[src/design/lcfr_pkg.sv]
`default_nettype none
package lcfr_pkg;

  localparam int unsigned DATA_BYTES  = 8;
  localparam int unsigned REPLY_BYTES = 11;
  localparam int unsigned REPLY_SLOTS = 16;  // reply table row length; a reply sends the first REPLY_BYTES
  localparam int unsigned IDX_W       = $clog2(REPLY_SLOTS);
  localparam int unsigned SEL_W       = 3;
  localparam int unsigned DELAY_W     = 7;
  localparam int unsigned CNT_W       = 4;

  localparam logic [7:0] HDR_A = 8'hFF;
  localparam logic [7:0] HDR_B = 8'hF0;

  localparam logic [7:0] CMD_STATUS  = 8'hA2;
  localparam logic [7:0] CMD_ON_A    = 8'h30;
  localparam logic [7:0] CMD_ON_B    = 8'h31;
  localparam logic [7:0] CMD_BLINK   = 8'h42;
  localparam logic [7:0] CMD_QUERY   = 8'hA0;
  localparam logic [7:0] CMD_PING    = 8'h5F;
  localparam logic [7:0] CMD_UNLOCK  = 8'hCF;
  localparam logic [7:0] CMD_LOCK    = 8'hBD;

  localparam logic [DELAY_W-1:0] DELAY_SHORT = DELAY_W'(10);
  localparam logic [DELAY_W-1:0] DELAY_MID   = DELAY_W'(15);
  localparam logic [DELAY_W-1:0] DELAY_LONG  = DELAY_W'(89);

  localparam logic LED_ON    = 1'b0;
  localparam logic LED_BLINK = 1'b1;

  localparam logic KIND_TX  = 1'b0;
  localparam logic KIND_LED = 1'b1;

  localparam logic REQ_BYTE = 1'b0;
  localparam logic REQ_TICK = 1'b1;

  typedef enum logic [3:0] {
    PH_IDLE = 4'b0001,
    PH_CMD  = 4'b0010,
    PH_ID   = 4'b0100,
    PH_DATA = 4'b1000
  } phase_e;

  // one pending output job: an LED result or a reply burst
  typedef struct packed {
    logic             led;
    logic             led_mode;
    logic [SEL_W-1:0] sel;
  } job_t;

  localparam logic [7:0] REPLY_TABLE [8][REPLY_SLOTS] = '{
    '{8'hA3, 8'hAA, 8'h00, 8'h00, 8'h00, 8'h00, 8'h00, 8'h00,
      8'h00, 8'h00, 8'h4D, 8'h00, 8'h00, 8'h00, 8'h00, 8'h00},
    '{8'h34, 8'h00, 8'h00, 8'h00, 8'h00, 8'h00, 8'h00, 8'h00,
      8'h00, 8'h00, 8'h34, 8'h00, 8'h00, 8'h00, 8'h00, 8'h00},
    '{8'h80, 8'h00, 8'h00, 8'h00, 8'h00, 8'h00, 8'h00, 8'h00,
      8'h00, 8'h00, 8'h80, 8'h00, 8'h00, 8'h00, 8'h00, 8'h00},
    '{8'hA1, 8'hAA, 8'h00, 8'h00, 8'h00, 8'h00, 8'h00, 8'h00,
      8'h00, 8'h00, 8'h4B, 8'h00, 8'h00, 8'h00, 8'h00, 8'h00},
    '{8'h5E, 8'h00, 8'h5F, 8'hE0, 8'h00, 8'h00, 8'h00, 8'h00,
      8'h00, 8'h00, 8'h9D, 8'h00, 8'h00, 8'h00, 8'h00, 8'h00},
    '{8'hCC, 8'h01, 8'hCF, 8'h53, 8'h36, 8'h2A, 8'h7A, 8'h05,
      8'hF0, 8'hFE, 8'hBC, 8'h00, 8'h00, 8'h00, 8'h00, 8'h00},
    '{8'hCB, 8'h02, 8'hCF, 8'h00, 8'h00, 8'h00, 8'h00, 8'h00,
      8'h00, 8'h00, 8'h9C, 8'h00, 8'h00, 8'h00, 8'h00, 8'h00},
    '{8'h7F, 8'h00, 8'hBD, 8'h00, 8'h00, 8'h00, 8'h00, 8'h00,
      8'h00, 8'h00, 8'h3C, 8'h00, 8'h00, 8'h00, 8'h00, 8'h00}
  };

endpackage
`default_nettype wire

[src/design/lcfr_if.sv]
`default_nettype none
interface lcfr_in_if;
  logic       valid;
  logic       ready;
  logic       req_type;
  logic [7:0] rx_byte;

  modport source (output valid, output req_type, output rx_byte, input ready);
  modport sink (input valid, input req_type, input rx_byte, output ready);
endinterface

interface lcfr_out_if;
  logic       valid;
  logic       ready;
  logic       kind;
  logic [7:0] tx_byte;
  logic       led_mode;
  logic       last;

  modport source (output valid, output kind, output tx_byte, output led_mode,
                  output last, input ready);
  modport sink (input valid, input kind, input tx_byte, input led_mode,
                input last, output ready);
endinterface
`default_nettype wire

[src/design/lock_command_frame_responder.sv]
// Flow: an accepted item is registered in v1_q and decoded there; its result is
// registered in job_q and offered on the output. Throughput: one item per cycle
// while results can enter the output; a reply burst occupies the output for
// REPLY_BYTES transfers, during which only items that cause no result move on.
// Reset (async, active low) returns the parser to idle and drops any pending reply.
`default_nettype none
module lock_command_frame_responder (
  input  wire         clk_i,
  input  wire         rst_ni,
  lcfr_in_if.sink     req_i,
  lcfr_out_if.source  rsp_o
);
  import lcfr_pkg::*;

  localparam logic [IDX_W-1:0] IDX_LAST = IDX_W'(REPLY_BYTES - 1);

  logic             v1_q;
  logic             type1_q;
  logic [7:0]       byte1_q;

  logic             job_v_q;
  job_t             job_q;
  logic [IDX_W-1:0] idx_q;

  logic             prod;
  job_t             job_new;
  logic             commit;
  logic             out_fire;
  logic             out_last;
  logic             job_free;
  logic             in_fire;

  lcfr_parser u_parser (
    .clk_i        (clk_i),
    .rst_ni       (rst_ni),
    .item_valid_i (v1_q),
    .req_type_i   (type1_q),
    .rx_byte_i    (byte1_q),
    .commit_i     (commit),
    .job_valid_o  (prod),
    .job_o        (job_new)
  );

  assign out_last = job_q.led || (idx_q == IDX_LAST);
  assign out_fire = job_v_q && rsp_o.ready;
  assign job_free = !job_v_q || (out_fire && out_last);
  // items that cause no result may pass a busy output
  assign commit   = v1_q && (job_free || !prod);
  assign req_i.ready = !v1_q || commit;
  assign in_fire  = req_i.valid && req_i.ready;

  assign rsp_o.valid    = job_v_q;
  assign rsp_o.kind     = job_q.led ? KIND_LED : KIND_TX;
  assign rsp_o.tx_byte  = job_q.led ? 8'h00 : REPLY_TABLE[job_q.sel][idx_q];
  assign rsp_o.led_mode = job_q.led ? job_q.led_mode : 1'b0;
  assign rsp_o.last     = out_last;

  always_ff @(posedge clk_i or negedge rst_ni) begin
    if (!rst_ni) begin
      v1_q <= 1'b0;
    end else if (in_fire) begin
      v1_q <= 1'b1;
    end else if (commit) begin
      v1_q <= 1'b0;
    end
  end

  always_ff @(posedge clk_i) begin
    if (in_fire) begin
      type1_q <= req_i.req_type;
      byte1_q <= req_i.rx_byte;
    end
  end

  always_ff @(posedge clk_i or negedge rst_ni) begin
    if (!rst_ni) begin
      job_v_q <= 1'b0;
      idx_q   <= '0;
    end else if (commit && prod) begin
      job_v_q <= 1'b1;
      idx_q   <= '0;
    end else if (out_fire && out_last) begin
      job_v_q <= 1'b0;
    end else if (out_fire) begin
      idx_q <= idx_q + IDX_W'(1);
    end
  end

  always_ff @(posedge clk_i) begin
    if (commit && prod) begin
      job_q <= job_new;
    end
  end

endmodule
`default_nettype wire

[src/design/lcfr_parser.sv]
`default_nettype none
module lcfr_parser (
  input  wire              clk_i,
  input  wire              rst_ni,
  input  wire              item_valid_i,
  input  wire              req_type_i,
  input  wire [7:0]        rx_byte_i,
  input  wire              commit_i,
  output logic             job_valid_o,
  output lcfr_pkg::job_t   job_o
);
  import lcfr_pkg::*;

  phase_e               phase_q, phase_d;
  logic [7:0]           cmd_q, cmd_d;
  logic                 id1_q, id1_d;
  logic [7:0]           sum_q, sum_d;
  logic [CNT_W-1:0]     cnt_q, cnt_d;
  logic                 pend_q, pend_d;
  logic [DELAY_W-1:0]   delay_q, delay_d;
  logic [SEL_W-1:0]     sel_q, sel_d;

  logic [DELAY_W-1:0]   delay_dec;
  logic                 known;
  logic                 has_led;
  logic                 led_val;
  logic [SEL_W-1:0]     new_sel;
  logic [DELAY_W-1:0]   new_delay;

  // command decode
  always_comb begin
    known     = 1'b1;
    has_led   = 1'b0;
    led_val   = LED_ON;
    new_sel   = '0;
    new_delay = DELAY_SHORT;
    case (cmd_q)
      CMD_STATUS: new_sel = SEL_W'(0);
      CMD_ON_A, CMD_ON_B: begin
        new_sel = SEL_W'(1);
        has_led = 1'b1;
      end
      CMD_BLINK: begin
        new_sel = SEL_W'(2);
        has_led = 1'b1;
        led_val = LED_BLINK;
      end
      CMD_QUERY: begin
        new_sel   = SEL_W'(3);
        new_delay = DELAY_MID;
      end
      CMD_PING: new_sel = SEL_W'(4);
      CMD_UNLOCK: begin
        new_sel   = id1_q ? SEL_W'(5) : SEL_W'(6);
        new_delay = DELAY_LONG;
        has_led   = 1'b1;
      end
      CMD_LOCK: begin
        new_sel   = SEL_W'(7);
        new_delay = DELAY_LONG;
        has_led   = 1'b1;
        led_val   = LED_BLINK;
      end
      default: known = 1'b0;
    endcase
  end

  assign delay_dec = (delay_q != '0) ? delay_q - DELAY_W'(1) : delay_q;

  always_comb begin
    phase_d     = phase_q;
    cmd_d       = cmd_q;
    id1_d       = id1_q;
    sum_d       = sum_q;
    cnt_d       = cnt_q;
    pend_d      = pend_q;
    delay_d     = delay_q;
    sel_d       = sel_q;
    job_valid_o = 1'b0;
    job_o       = '0;
    if (req_type_i == REQ_TICK) begin
      if (pend_q) begin
        delay_d = delay_dec;
        if (delay_dec == '0) begin
          pend_d      = 1'b0;
          job_valid_o = item_valid_i;
          job_o.sel   = sel_q;
        end
      end
    end else begin
      case (phase_q)
        PH_IDLE: begin
          if (rx_byte_i == HDR_A || rx_byte_i == HDR_B) phase_d = PH_CMD;
        end
        PH_CMD: begin
          cmd_d   = rx_byte_i;
          sum_d   = rx_byte_i;
          phase_d = PH_ID;
        end
        PH_ID: begin
          id1_d   = (rx_byte_i == 8'd1);
          sum_d   = sum_q + rx_byte_i;
          cnt_d   = '0;
          phase_d = PH_DATA;
        end
        PH_DATA: begin
          if (cnt_q < CNT_W'(DATA_BYTES)) begin
            sum_d = sum_q + rx_byte_i;
            cnt_d = cnt_q + CNT_W'(1);
          end else begin
            phase_d = PH_IDLE;
            if (sum_q == rx_byte_i && known) begin
              pend_d  = 1'b1;
              sel_d   = new_sel;
              delay_d = new_delay;
              if (has_led) begin
                job_valid_o    = item_valid_i;
                job_o.led      = 1'b1;
                job_o.led_mode = led_val;
              end
            end
          end
        end
        default: phase_d = PH_IDLE;
      endcase
    end
  end

  always_ff @(posedge clk_i or negedge rst_ni) begin
    if (!rst_ni) begin
      phase_q <= PH_IDLE;
      cmd_q   <= '0;
      id1_q   <= 1'b0;
      sum_q   <= '0;
      cnt_q   <= '0;
      pend_q  <= 1'b0;
      delay_q <= '0;
      sel_q   <= '0;
    end else if (commit_i) begin
      phase_q <= phase_d;
      cmd_q   <= cmd_d;
      id1_q   <= id1_d;
      sum_q   <= sum_d;
      cnt_q   <= cnt_d;
      pend_q  <= pend_d;
      delay_q <= delay_d;
      sel_q   <= sel_d;
    end
  end

endmodule
`default_nettype wire
[src/flat_wrapper.sv]
// flat-port wrapper written by rule: the top's interface ports become plain ports
module lock_command_frame_responder_flat import lcfr_pkg::*;
  (clk_i, rst_ni, req_i_valid, req_i_req_type, req_i_rx_byte, req_i_ready, rsp_o_valid, rsp_o_kind, rsp_o_tx_byte, rsp_o_led_mode, rsp_o_last, rsp_o_ready);
  lcfr_in_if req_i_i ();
  lcfr_out_if rsp_o_i ();
  input  wire clk_i;
  input  wire rst_ni;
  input wire logic [$bits(req_i_i.valid)-1:0] req_i_valid;
  input wire logic [$bits(req_i_i.req_type)-1:0] req_i_req_type;
  input wire logic [$bits(req_i_i.rx_byte)-1:0] req_i_rx_byte;
  output wire logic [$bits(req_i_i.ready)-1:0] req_i_ready;
  output wire logic [$bits(rsp_o_i.valid)-1:0] rsp_o_valid;
  output wire logic [$bits(rsp_o_i.kind)-1:0] rsp_o_kind;
  output wire logic [$bits(rsp_o_i.tx_byte)-1:0] rsp_o_tx_byte;
  output wire logic [$bits(rsp_o_i.led_mode)-1:0] rsp_o_led_mode;
  output wire logic [$bits(rsp_o_i.last)-1:0] rsp_o_last;
  input wire logic [$bits(rsp_o_i.ready)-1:0] rsp_o_ready;
  assign req_i_i.valid = req_i_valid;
  assign req_i_i.req_type = req_i_req_type;
  assign req_i_i.rx_byte = req_i_rx_byte;
  assign req_i_ready = req_i_i.ready;
  assign rsp_o_valid = rsp_o_i.valid;
  assign rsp_o_kind = rsp_o_i.kind;
  assign rsp_o_tx_byte = rsp_o_i.tx_byte;
  assign rsp_o_led_mode = rsp_o_i.led_mode;
  assign rsp_o_last = rsp_o_i.last;
  assign rsp_o_i.ready = rsp_o_ready;
  lock_command_frame_responder u_core (.clk_i(clk_i), .rst_ni(rst_ni), .req_i(req_i_i), .rsp_o(rsp_o_i));
endmodule
[config.mk]
export PLATFORM = sky130hd
export DESIGN_NAME = lock_command_frame_responder_flat
export DESIGN_NICKNAME = d
export VERILOG_FILES = /design/src/design/lcfr_pkg.sv /design/src/design/lcfr_if.sv /design/src/design/lock_command_frame_responder.sv /design/src/design/lcfr_parser.sv /design/src/flat_wrapper.sv
export SDC_FILE = /design/constraint.sdc
export NUM_CORES = 1
export LEC_CHECK = 0
export BUFFER_PORTS_ARGS = -buffer_cell sky130_fd_sc_hd__buf_2
export CELL_PAD_IN_SITES_DETAIL_PLACEMENT = 0
export CELL_PAD_IN_SITES_GLOBAL_PLACEMENT = 1
export CORE_MARGIN = 4
export CORE_UTILIZATION = 51
export DETAILED_ROUTE_END_ITERATION = 6
export GPL_ROUTABILITY_DRIVEN = 0
export PLACE_DENSITY = 0.85
export SETUP_SLACK_MARGIN = 0.05
export SYNTH_ARGS = -nofsm -noshare
export SYNTH_HDL_FRONTEND = slang
export SYNTH_SLANG_ARGS = --single-unit
[constraint.sdc]
create_clock -name clk_i -period 8.2 [get_ports clk_i]
set_clock_uncertainty 0.15 [all_clocks]
set_input_delay 0.82 -clock clk_i [delete_from_list [all_inputs] [get_ports clk_i]]
set_output_delay 0.82 -clock clk_i [all_outputs]
set_load 0.01 [all_outputs]
### Word-level counts from Yosys, hierarchy flattened

Memories as Yosys holds them, arrays and structs flattened.
Cells that the tools add are included.

* bits in registers: 56
* logic and storage cells: 142
* input port bits: 13
* memories: 1
* output and inout port bits: 13
* ROM bits: 1024

Memory list
* (name not given): words 8, bits a word 128, rd ports 1, clocked after Yosys merged registers in 0, wr ports 0, line lock_command_frame_responder.sv:54 `assign rsp_o.tx_byte = job_q.led ? 8'h00 : REPLY_TABLE[job_q.sel][idx_q];`

* equality and inequality tests: 23
* reductions and logical operators: 40
* multiplexer cells: 48
* $lt $le $gt $ge: 3
* $add $sub $neg: 4
* bitwise gates (word level): 7

Operator list (count)
* $mux W128: 2
* $eq A8 B8 Y1 const B: 6
* $mux W7: 6
* $bmux W8 S4: 1
* $mux W8: 4
* $mux W4: 6
* $pmux W8 S3: 1
* $mux W1: 22
* $pmux W3 S6: 1
* $eq A8 B6 Y1 const B: 2
* $eq A8 B7 Y1 const B: 2
* $pmux W4 S4: 1
* $reduce_and A4 Y1: 4
* $pmux W7 S2: 1
* $reduce_bool A2 Y1: 6
* $reduce_and A5 Y1: 2
* $reduce_or A5 Y1: 2
* $reduce_and A3 Y1: 3
* $add A4 B1 Y4 const B: 2
* $add A8 B8 Y8: 1
* $eq A4 B4 Y1 const B: 2
* $eq A8 B1 Y1 const B: 1
* $eq A8 B8 Y1: 1
* $ne A2 B2 Y1 const B: 4
* 23 further kinds: 42

### Logic depth before layout (Yosys ltp)

* depth after elaboration: 14
* mapped depth: 11
* mapped depth without buffers: 10

### Cells and area by module

From an unflattened synthesis, not the netlist that was laid out.

* cells, all modules: 435
* area, all modules: 3912.5 um^2

By module, submodules not included
* lcfr_parser: area an instance 2482.4 um^2, instances 1, cells each 280, sequential area each 902.1 um^2
* lock_command_frame_responder: area an instance 1430.1 um^2, instances 1, cells each 155, sequential area each 570.5 um^2

### Least setup slack after synthesis

Ideal clock, no wire load.

* path type: register to output
* start point: register u_core.u_parser.delay_q[0]
* end point: output req_i_ready
* arrival: 2233 ps
* data required time: 7230 ps
* setup slack: 4997 ps
* stages on the path, launching flop included: 10
* path buffers: 1
* cell sequence: dfrtp_1 > buf_2 > inv_1 > ha_1 > or3b_2 > xor2_1 > a31oi_4 > nor4_2 > o21ai_1 > or2_1

* word-level cells in the longest chain between the ends: 10
* elaborated cells between the ends (all ways): 11
* those cells by class: add/sub (1); mux (4); reduce/logical (6)

Ends and longest elaborated chain
* start, declared: line lcfr_parser.sv:20 `logic [DELAY_W-1:0] delay_q, delay_d;`
* start signal, assigned: line lcfr_parser.sv:146 `delay_q <= delay_d;`
* $sub A7 B1 Y7 or $reduce_bool A7 Y1 (tied branches): line lcfr_parser.sv:68 `assign delay_dec = (delay_q != '0) ? delay_q - DELAY_W'(1) : delay_q;`
* $mux W7 (*): line lcfr_parser.sv:68
* $logic_not A7 Y1 (*): line lcfr_parser.sv:84 `if (delay_dec == '0) begin`
* $mux W1 (*): line lcfr_parser.sv:84
* $mux W1 (*): line lcfr_parser.sv:82 `if (pend_q) begin`
* $mux W1 (*): line lcfr_parser.sv:81 `if (req_type_i == REQ_TICK) begin`
* $logic_not A1 Y1 (*): line lock_command_frame_responder.sv:48 `assign commit = v1_q && (job_free || !prod);`
* $logic_or A1 B1 Y1 (*): line lock_command_frame_responder.sv:48
* $logic_and A1 B1 Y1 (*): line lock_command_frame_responder.sv:48
* $logic_or A1 B1 Y1 (*): line lock_command_frame_responder.sv:49 `assign req_i.ready = !v1_q || commit;`
* end, declared: line flat_wrapper.sv:11 `output wire logic [$bits(req_i_i.ready)-1:0] req_i_ready;`

Every way passes the cells marked *; elsewhere a longest branch is shown, timed or not.

### Worst setup path in the final report

* start point: register u_core.byte1_q[1]
* end point: output req_i_ready

* word-level cells in the longest chain between the ends: 10

Ends and longest elaborated chain
* start, declared: line lock_command_frame_responder.sv:19 `logic [7:0] byte1_q;`
* start signal, assigned: line lock_command_frame_responder.sv:71 `byte1_q <= req_i.rx_byte;`
* $eq A8 B8 Y1: line lcfr_parser.sv:112 `if (sum_q == rx_byte_i && known) begin`
* $logic_and A1 B1 Y1: line lcfr_parser.sv:112
* $mux W1: line lcfr_parser.sv:112
* $mux W1: line lcfr_parser.sv:107 `if (cnt_q < CNT_W'(DATA_BYTES)) begin`
* $mux W1: line lcfr_parser.sv:91 `case (phase_q)`
* $mux W1: line lcfr_parser.sv:81
* $logic_not A1 Y1: line lock_command_frame_responder.sv:48
* $logic_or A1 B1 Y1: line lock_command_frame_responder.sv:48
* $logic_and A1 B1 Y1: line lock_command_frame_responder.sv:48
* $logic_or A1 B1 Y1: line lock_command_frame_responder.sv:49

No other way between the ends.

==> results_tabular.tex <==
\begin{tabular}{lr}
\hline
Metric & Value \\
\hline
\multicolumn{2}{l}{\textbf{Timing}} \\
\quad Maximum clock frequency & 255 MHz \\
\quad Count of endpoints failing hold in the final timing report & 0 \\
\quad Unrepaired setup endpoints after global routing & no \\
\quad Count of pins over their slew limit & 0 \\
\quad Max\_slew headroom & 0.343 \\
\quad Setup TNS after final layout & 0 ps \\
\quad Crit path time final & 3930 ps \\
\quad Worst-case setup margin in the final layout & 4270 ps \\
\quad Slew @ Worst Pin & 985 ps \\
\quad Total of endpoints with negative setup slack in the final report & 0 \\
\quad Period utilization & 0.479 \\
\multicolumn{2}{l}{\textbf{Floorplan}} \\
\quad Width of the die & 95.1 µm \\
\quad Initial cell density of the core & 0.530 \\
\quad Placement row count & 31 \\
\quad Core outline area & 0.00729 mm² \\
\quad Die Outline Area & 0.00904 mm² \\
\quad Ports placed on the boundary & 26 \\
\quad Height of the chip & 95.1 µm \\
\multicolumn{2}{l}{\textbf{Route}} \\
\quad Detailed-router iteration count before antenna repair & 4 \\
\quad Routed wire length & 8720 µm \\
\quad Average routed wire per standard cell & 15.9 µm \\
\quad DRC violation count after routing & 0 \\
\quad ANT nets after route & 0 \\
\quad Via count & 3262 \\
\quad Iter 0 DRT Violations & 144 \\
\quad Per-cell via count in the routed design & 5.95 \\
\multicolumn{2}{l}{\textbf{CTS}} \\
\quad Worst-path clk slew & 100 ps \\
\quad Count of cells resized by post-cts repair & 0 \\
\quad Hold buffers post-CTS & 0 \\
\quad CTS Sinks & 56 \\
\quad Clock Tree Buf Depth & 2 \\
\quad H-tree depth & 2 \\
\quad Clock root buffer & clkbuf\_8 \\
\quad TritonCTS clock tree & yes \\
\quad Setup repair bufs after CTS & 0 \\
\quad Clock buffers created by TritonCTS & 5 \\
\quad Clock insertion delay at the later pin of the skew report & 310 ps \\
\multicolumn{2}{l}{\textbf{Setup path}} \\
\quad Cell occurring most often along the worst timing path & nor4\_1 \\
\quad Critical-path cell list & ha\_1, nor4\_1, nor4b\_1, nand4\_1, nor4\_1, o21ai\_1, or2\_1, buf\_2 \\
\quad Largest delay share family, worst path & simple AND/OR/NAND/NOR gates \\
\quad Worst reg2reg path endpoint & u\_core.byte1\_q[7] \\
\quad Startpoint kind of the worst setup timing path & flip-flop \\
\quad Count of buffering cells on the critical path with inverters included & 1 \\
\quad Path type of the worst setup path & reg -> out \\
\quad Signal arrival time at the worst endpoint & 2960 ps \\
\quad Biggest fanout along the worst timing path & 6 \\
\quad Termination of the worst setup path & req\_i\_ready \\
\quad R2R cell count & 8 \\
\quad Longest individual stage delay on the worst path & 470 ps \\
\quad Critical register-to-register path startpoint & u\_core.byte1\_q[1] \\
\quad Crit path max-delay cell type & edfxtp\_1 \\
\quad Required @ worst endpoint & 7230 ps \\
\quad Worst setup EP type & output pin \\
\quad Setup slack of the most critical reg-to-reg path & 4890 ps \\
\quad Critical Path Start & u\_core.byte1\_q[1] \\
\quad Cell depth of the worst setup path & 8 \\
\multicolumn{2}{l}{\textbf{Yosys}} \\
\quad Fraction of registers with async set/reset & 0.750 \\
\quad Dominant cell by count in the synthesized netlist & nand2\_1 \\
\quad Largest area contributor in the synthesized netlist & dfrtp\_1 \\
\quad Netlist cell types & 82 \\
\quad Most frequent cells after synthesis & nand2\_1, dfrtp\_1, nor2\_1, a21oi\_1, o21ai\_0 \\
\quad Leading cell types by total area after synthesis & dfrtp\_1, edfxtp\_1, ha\_1, a21oi\_1, nand2\_1 \\
\quad Post-synth top area share & 0.265 \\
\quad Number of enable flip-flop cells after synthesis & 14 \\
\quad Cell count after synthesis & 434 \\
\quad Seq/Total Area, Yosys & 0.381 \\
\quad Number of storage elements in the synthesis netlist & 56 \\
\quad Per-instance average area after synthesis & 8.91 µm² \\
\quad Cell area after synthesis & 0.00387 mm² \\
\quad Synth warnings & 0 \\
\quad Syn nets & 466 \\
\quad Primary flip-flop cell chosen by synthesis mapping & dfrtp\_1 \\
\multicolumn{2}{l}{\textbf{Place}} \\
\quad DP Area & 0.00406 mm² \\
\quad Worst setup slack after placement & 4620 ps \\
\quad Cells after DPL & 540 \\
\quad I/O Buffers & 25 \\
\quad Placed wire-length estimate after detailed placement & 6440 µm \\
\multicolumn{2}{l}{\textbf{GRT}} \\
\quad GRT Util Overall & 0.207 \\
\quad Routing usage on met3 & 0.0197 \\
\quad Pin count of the biggest net entering global routing & 43 \\
\quad Highest-utilization routing layer at the global route stage & met2 \\
\quad Met2 GRT Util & 0.345 \\
\quad Vias in the first global route & 3100 \\
\quad Initial antenna violation count & 0 \\
\quad Met1 usage in global routing & 0.286 \\
\quad First-pass GRT wire length & 14900 µm \\
\quad Total grt overflow & 0 \\
\multicolumn{2}{l}{\textbf{Layout}} \\
\quad Filler cell count in the final layout & 711 \\
\quad Diodes inserted & 0 \\
\quad Post-route cell area & 0.00416 mm² \\
\quad Proportion of layout cells with a drive suffix above 1 & 0.134 \\
\quad Layout Nets & 480 \\
\quad Area grow syn2layout & 7.64\% \\
\quad Post-Layout Cell Count & 548 \\
\multicolumn{2}{l}{\textbf{Worst hold path}} \\
\quad Worst min-delay path category & reg -> reg \\
\multicolumn{2}{l}{\textbf{Run status}} \\
\quad Outcome & completed \\
\multicolumn{2}{l}{\textbf{Pwr}} \\
\quad Maximum vdd drop & 0.0000992 V \\
\quad Static Leak & 1.80 nW \\
\quad Pwr dens & 123 mW/mm² \\
\multicolumn{2}{l}{\textbf{Job}} \\
\quad Number of max-cap violations & 0 \\
\hline
\end{tabular}
==> layout by cell type (no fill, tap or decap), drive strengths merged, types with 7 or more instances in the layout <==
cell type	n
nor2b	7
and2	7
nand2b	8
ha	18
inv	22
nor4	8
edfxtp	14
nor2	41
mux2	8
a211oi	7
a21oi	32
nand3	10
nand2	42
dfrtp	41
o21ai	35
buf	27
nor3	7
clkbuf	7
==> area by class of cell <==
cell class / instances / area, µm² / area share
well taps: 99 / 124 / 0.0298
clock inverters: 1 / 30.0 / 0.00722
clock buffers: 7 / 76.3 / 0.0183
flip-flops and latches: 56 / 1470 / 0.354
multi-input cells: 335 / 2230 / 0.536
repair buffers: 27 / 140 / 0.0337
inverters: 23 / 86.3 / 0.0207
==> how the worst min path moves through the flow <==
stage                        startpoint                       end  slack (ps)  cells after the start
2_1_floorplan  u_core.u_parser.sel_q[2]  u_core.u_parser.sel_q[2]         310                      1
3_3_place_gp   u_core.u_parser.sum_q[5]  u_core.u_parser.sum_q[5]         320                      2
3_5_place_dp   u_core.u_parser.sel_q[2]  u_core.u_parser.sel_q[2]         330                      1
4_1_cts        u_core.u_parser.sel_q[2]  u_core.u_parser.sel_q[2]         350                      1
5_1_grt        u_core.u_parser.sel_q[2]  u_core.u_parser.sel_q[2]         360                      1
6_report       u_core.u_parser.sel_q[2]  u_core.u_parser.sel_q[2]         340                      1
==> metrics by stage <==
stage / power, mW / hold WS [ps] / utilization
4_1_cts: 0.517 / 346 / 0.571
2_1_floorplan: 0.324 / 306 / -
3_5_place_dp: 0.339 / 326 / 0.556
5_1_grt: 0.533 / 358 / 0.571
3_3_place_gp: 0.339 / 321 / 0.556
6_report: 0.512 / 344 / 0.571
==> flip-flops by register name, indices dropped and copies added (netlist names) <==
signal                   count
u_core.rsp_o.valid           1
u_core.v1_q                  1
u_core.u_parser.sum_q        8
u_core.u_parser.id1_q        1
u_core.u_parser.sel_q        3
u_core.u_parser.cnt_q        4
u_core.job_q                 5
u_core.byte1_q               8
u_core.type1_q               1
u_core.u_parser.cmd_q        8
u_core.u_parser.pend_q       1
u_core.u_parser.phase_q      4
u_core.u_parser.delay_q      7
u_core.idx_q                 4
==> report_power, final <==
group          switching, mW  internal [mW]  total [mW]
logic                 0.0197         0.0134      0.0330
clock network         0.0867         0.0916       0.178
registers            0.00961          0.291       0.300
==> kinds of logic after synthesis <==
family	count (synthesis)	share of synthesized area
flops	56	0.381
simple gates	168	0.242
mux	13	0.0362
xor+xnor	11	0.0249
compound gates	124	0.209
fa+ha+maj	19	0.0634
buf+inv	43	0.0434
==> metal layers <==
metal  routed length [µm]  vias to the layer above
li1                     -                     1620
met1                 4010                     1555
met2                 4230                       77
met3                  350                       10
met4                  127                        0
met5                    0                        -
Power figures use the tool's default switching activity.
